## src/rtl/core/msb_first_bit_reader_defines.svh

```systemverilog
// Assertion macros for the bit reader. Each expects clk and rst_n in scope.
`ifndef MSB_FIRST_BIT_READER_DEFINES_SVH
`define MSB_FIRST_BIT_READER_DEFINES_SVH

// Same-cycle implication
`define MBR_ASSERT_NOW(lbl, ante, cons, msg) \
    lbl: assert property (@(posedge clk) disable iff (!rst_n) (ante) |-> (cons)) \
        else $error(msg);

// Next-cycle implication
`define MBR_ASSERT_NEXT(lbl, ante, cons, msg) \
    lbl: assert property (@(posedge clk) disable iff (!rst_n) (ante) |=> (cons)) \
        else $error(msg);

`endif

```

## src/rtl/core/mbr_pkg.sv

```systemverilog
`default_nettype none

package mbr_pkg;

    // Default store depth in bytes
    localparam int STORE_BYTES_DEF = 4096;

    // Widest field a get or show can return
    localparam int MAX_BITS = 32;

    // Operation codes
    typedef enum logic [2:0] {
        OP_LOAD    = 3'd0,
        OP_GET     = 3'd1,
        OP_SHOW    = 3'd2,
        OP_ALIGN   = 3'd3,
        OP_BACK    = 3'd4,
        OP_RESTART = 3'd5
    } op_t;

    // Error codes
    typedef enum logic [1:0] {
        ERR_NONE     = 2'd0,
        ERR_TOO_WIDE = 2'd1,
        ERR_SHORT    = 2'd2,
        ERR_FULL     = 2'd3
    } err_t;

    // Control of the byte-serial accumulator
    typedef struct packed {
        logic       clear;  // empty the accumulator
        logic       shift;  // take one byte from the store
        logic       first;  // byte is the first of the field
        logic [2:0] lead;   // bits of the first byte already read
        logic [2:0] shamt;  // trailing bits to drop at the end
    } shift_ctrl_t;

endpackage

`default_nettype wire

```

## src/rtl/core/mbr_shift.sv

```systemverilog
`default_nettype none

module mbr_shift
    import mbr_pkg::*;
(
    input  wire logic        clk,
    input  wire shift_ctrl_t ctrl,
    input  wire logic [7:0]  din,
    output logic [MAX_BITS-1:0] value
);

    // Five bytes at most: 32 bits at a nonzero bit offset
    localparam int AccW = MAX_BITS + 8;

    logic [AccW-1:0] acc_reg;
    logic [AccW-1:0] acc_next;
    logic [7:0]      byte_in;
    logic [AccW-1:0] aligned;

    // Drop bits of the first byte that lie before the field
    always_comb
    begin
        byte_in = din;
        if (ctrl.first)
        begin
            byte_in = din & (8'hFF >> ctrl.lead);
        end
    end

    always_comb
    begin
        acc_next = acc_reg;
        if (ctrl.clear)
        begin
            acc_next = '0;
        end
        else if (ctrl.shift)
        begin
            acc_next = {acc_reg[AccW-9:0], byte_in};
        end
    end

    always_ff @(posedge clk)
    begin
        acc_reg <= acc_next;
    end

    // Right align: drop the bits after the field
    assign aligned = acc_reg >> ctrl.shamt;
    assign value   = aligned[MAX_BITS-1:0];

endmodule

`default_nettype wire

```

## config.mk

```make
export PLATFORM = sky130hd
export DESIGN_NAME = mbr_shift
export DESIGN_NICKNAME = d
export VERILOG_FILES = /design/src/rtl/core/msb_first_bit_reader_defines.svh /design/src/rtl/core/mbr_pkg.sv /design/src/rtl/core/mbr_shift.sv
export SDC_FILE = /design/constraint.sdc
export NUM_CORES = 1
export LEC_CHECK = 0
export BUFFER_PORTS_ARGS = -buffer_cell sky130_fd_sc_hd__buf_2
export CORE_AREA = 2 2 72 74
export CTS_CLUSTER_SIZE = 16
export DETAILED_ROUTE_END_ITERATION = 8
export DIE_AREA = 0 0 74 76
export MAX_ROUTING_LAYER = met4
export PLACE_DENSITY = 0.82
export SETUP_SLACK_MARGIN = 0.2
export SYNTH_ARGS = -nofsm -noshare
export SYNTH_HDL_FRONTEND = slang
export SYNTH_SLANG_ARGS = --single-unit
export TNS_END_PERCENT = 30
```

## constraint.sdc

```tcl
create_clock -name clk -period 3.5 [get_ports clk]
set_clock_uncertainty 0.2 [all_clocks]
set_input_delay 0.35 -clock clk [delete_from_list [all_inputs] [get_ports clk]]
set_output_delay 0.35 -clock clk [all_outputs]
set_load 0.02 [all_outputs]
```

==> run metrics <==
initial core utilization 57.1%; crit path cell chain buf_2 > nor2b_1 > a221oi_1 > buf_2; maxcap violations 0; Post-CTS Setup Bufs 0; Switching Fraction 31.6%; met2 usage 40.7%; Switch Pwr 0.318 mW; post-synth cell types 35; WP buf/inv 2; Setup TNS 0 ns; Mapped Nets 316; port bufs 49; die height 76 um; first-pass GRT wire length 11100 um; hold buffers post-CTS 0; cts repair resizes 0; sequential area share after synthesis 27.8%; largest net degree at the start of global routing 47; reg-to-reg slack, setup 2.49 ns; Area Overhead vs Synth 8.78%; DRC 0; Iteration-0 DRC Markers 161; internal power 0.689 mW; Placed Instance Area 2970 um2; #FFs+latches synth 39; Synth warnings 0; cells after synthesis 298; CP top delay family simple AND/OR/NAND/NOR gates; die width 74 um; Worst EP required 2.95 ns; most used cell, CP buf_2; full die area 5620 um2; most frequent cell after synthesis mux2i_1; PD cells 330 nW/um2; register share of total power 46.3%; Largest register FFs 39; Hold Fails Final Rpt 0; Post-synth top cells mux2i_1 (59), nor2_1 (41), dfxtp_1 (39); Comb pwr share 23.9%; final net count 347; CTS tree done; Final Cell Area 3050 um2; fin crit period 2.64 ns; Yosys top cell by area dfxtp_1; HPWL Detailed 4710 um; ys flop type dfxtp_1; GR peak layer met2; later-pin clock latency in the skew report 0.30 ns; # rows 26; status finished, final reports clean; routed wire length 6820 um; Avg Inst Size Synth 9.42 um2; FMAX 379 MHz; Vias per Instance 6.36; CP Capture Type output port; slowest stage cell, crit path nor2b_1; initial antenna violation count 0; ys async rst share 0%; top area cells in the synthesized netlist dfxtp_1 (28%), mux2i_1 (21%), mux2_2 (9.6%), o22ai_1 (6.9%), nor2_1 (5.5%); clock-pin slew on the worst setup and hold paths 0.08 ns; io pins 50; Final Util 62.1%; Clock Power Share 29.8%; normalized max-slew margin 24.9%; arrival time at the worst endpoint 2.09 ns; clk root buf clkbuf_8; Hold Crit Class primary input to flip-flop; post-route ant nets 0; Total GRT Usage 25.2%; number of enable flip-flop cells after synthesis 0; Slew @ Worst Pin 1.13 ns; share of post-route cells with drive strength above 1 27.0%; crit path kind primary input to output port; Num CTS Buffers 5; Ant. Diodes 0; Remaining Overflow, GRT 0; H-Tree Level Count 2; met3 Use GR 6.22%; Leak Pwr 1.36 nW; RSZ-0062 raised after global routing false; GRT met1 Usage 31.8%; TritonCTS Sinks 39; Pins Over Slew Limit 0; Setup crit start kind primary input; Setup-failing EPs final 0; vias in the first global route 2349; post-synthesis cell area 2810 um2; Vias 2542; DR WL/cell 17.0 um; Critical Path Fanout Max 26; Max clock buf depth 2; core area 4910 um2; CP max stage delay 0.77 ns; worst vdd ir 272 uV; Final GP Congestion 0.873; Tcrit/Tclk final 75.4%; Yosys top cell area share 27.8%; First-pass DRT Iterations 4
-- power groups by stage --
stage	combinational, mW	clock, mW	sequential [mW]
2_1_floorplan	0.192	0	0.471
3_3_place_gp	0.234	0	0.476
3_5_place_dp	0.238	0	0.476
4_1_cts	0.238	0.302	0.466
5_1_grt	0.258	0.318	0.468
6_report	0.241	0.300	0.466
-- worst min-delay path, cell delays in order --
cell and delay, ns:
buf_2 0.08, mux2i_1 0.06, nor2_1 0.07
-- cell families after synthesis --
group,Yosys count,synth area share (%)
compound gates,74,19.7
mux,87,34.3
flops,39,27.8
simple gates,70,11.4
buf+inv,28,6.78
-- final cells by class --
| cell class | count | area, um2 |
|---|---|---|
| Clock buffer | 6 | 72.6 |
| Clock inverter | 2 | 12.5 |
| Fill cell | 419 | 1860 |
| Inverter | 1 | 3.75 |
| Multi-Input combinational cell | 231 | 1840 |
| Sequential cell | 39 | 781 |
| Tap cell | 70 | 87.6 |
| Timing Repair Buffer | 51 | 260 |
-- stage by stage --
step	setup slack [ns]	hold WS [ns]	total power [mW]	std cells
after global routing	0.777	0.133	1.04	400
after global placement	1.01	0.284	0.709	392
after floorplan	1.41	0.260	0.663	298
after detailed placement	0.948	0.308	0.714	392
after CTS	0.950	0.0984	1.01	400
final	0.861	0.0939	1.01	400
-- worst paths after layout --
kind	from	to	cells after the start
min	din[0]	acc_reg[0]$_SDFFE_PP0P_	3
min reg2reg	acc_reg[38]$_SDFFE_PP0P_	acc_reg[38]$_SDFFE_PP0P_	2
max	ctrl[0]	value[9]	4
max reg2reg	acc_reg[5]$_SDFFE_PP0P_	acc_reg[13]$_SDFFE_PP0P_	2
-- cell usage in the layout, fill, tap and decap left out, types with 5 or more instances in the layout --
| master | n |
|---|---|
| a21oi_1 | 8 |
| a221oi_1 | 17 |
| buf_2 | 49 |
| clkbuf_8 | 5 |
| dfxtp_1 | 39 |
| mux2_2 | 24 |
| mux2i_1 | 59 |
| nand2b_1 | 10 |
| nand3_1 | 6 |
| nor2_1 | 41 |
| o22ai_1 | 31 |
-- per-layer routing --
metal	routed length, um	part of all wire, %
met1	2990	44
met2	3460	51
met3	259	3.8
met4	105	1.5
met5	0	0
Note: power is estimated with default switching activity, not from simulation.
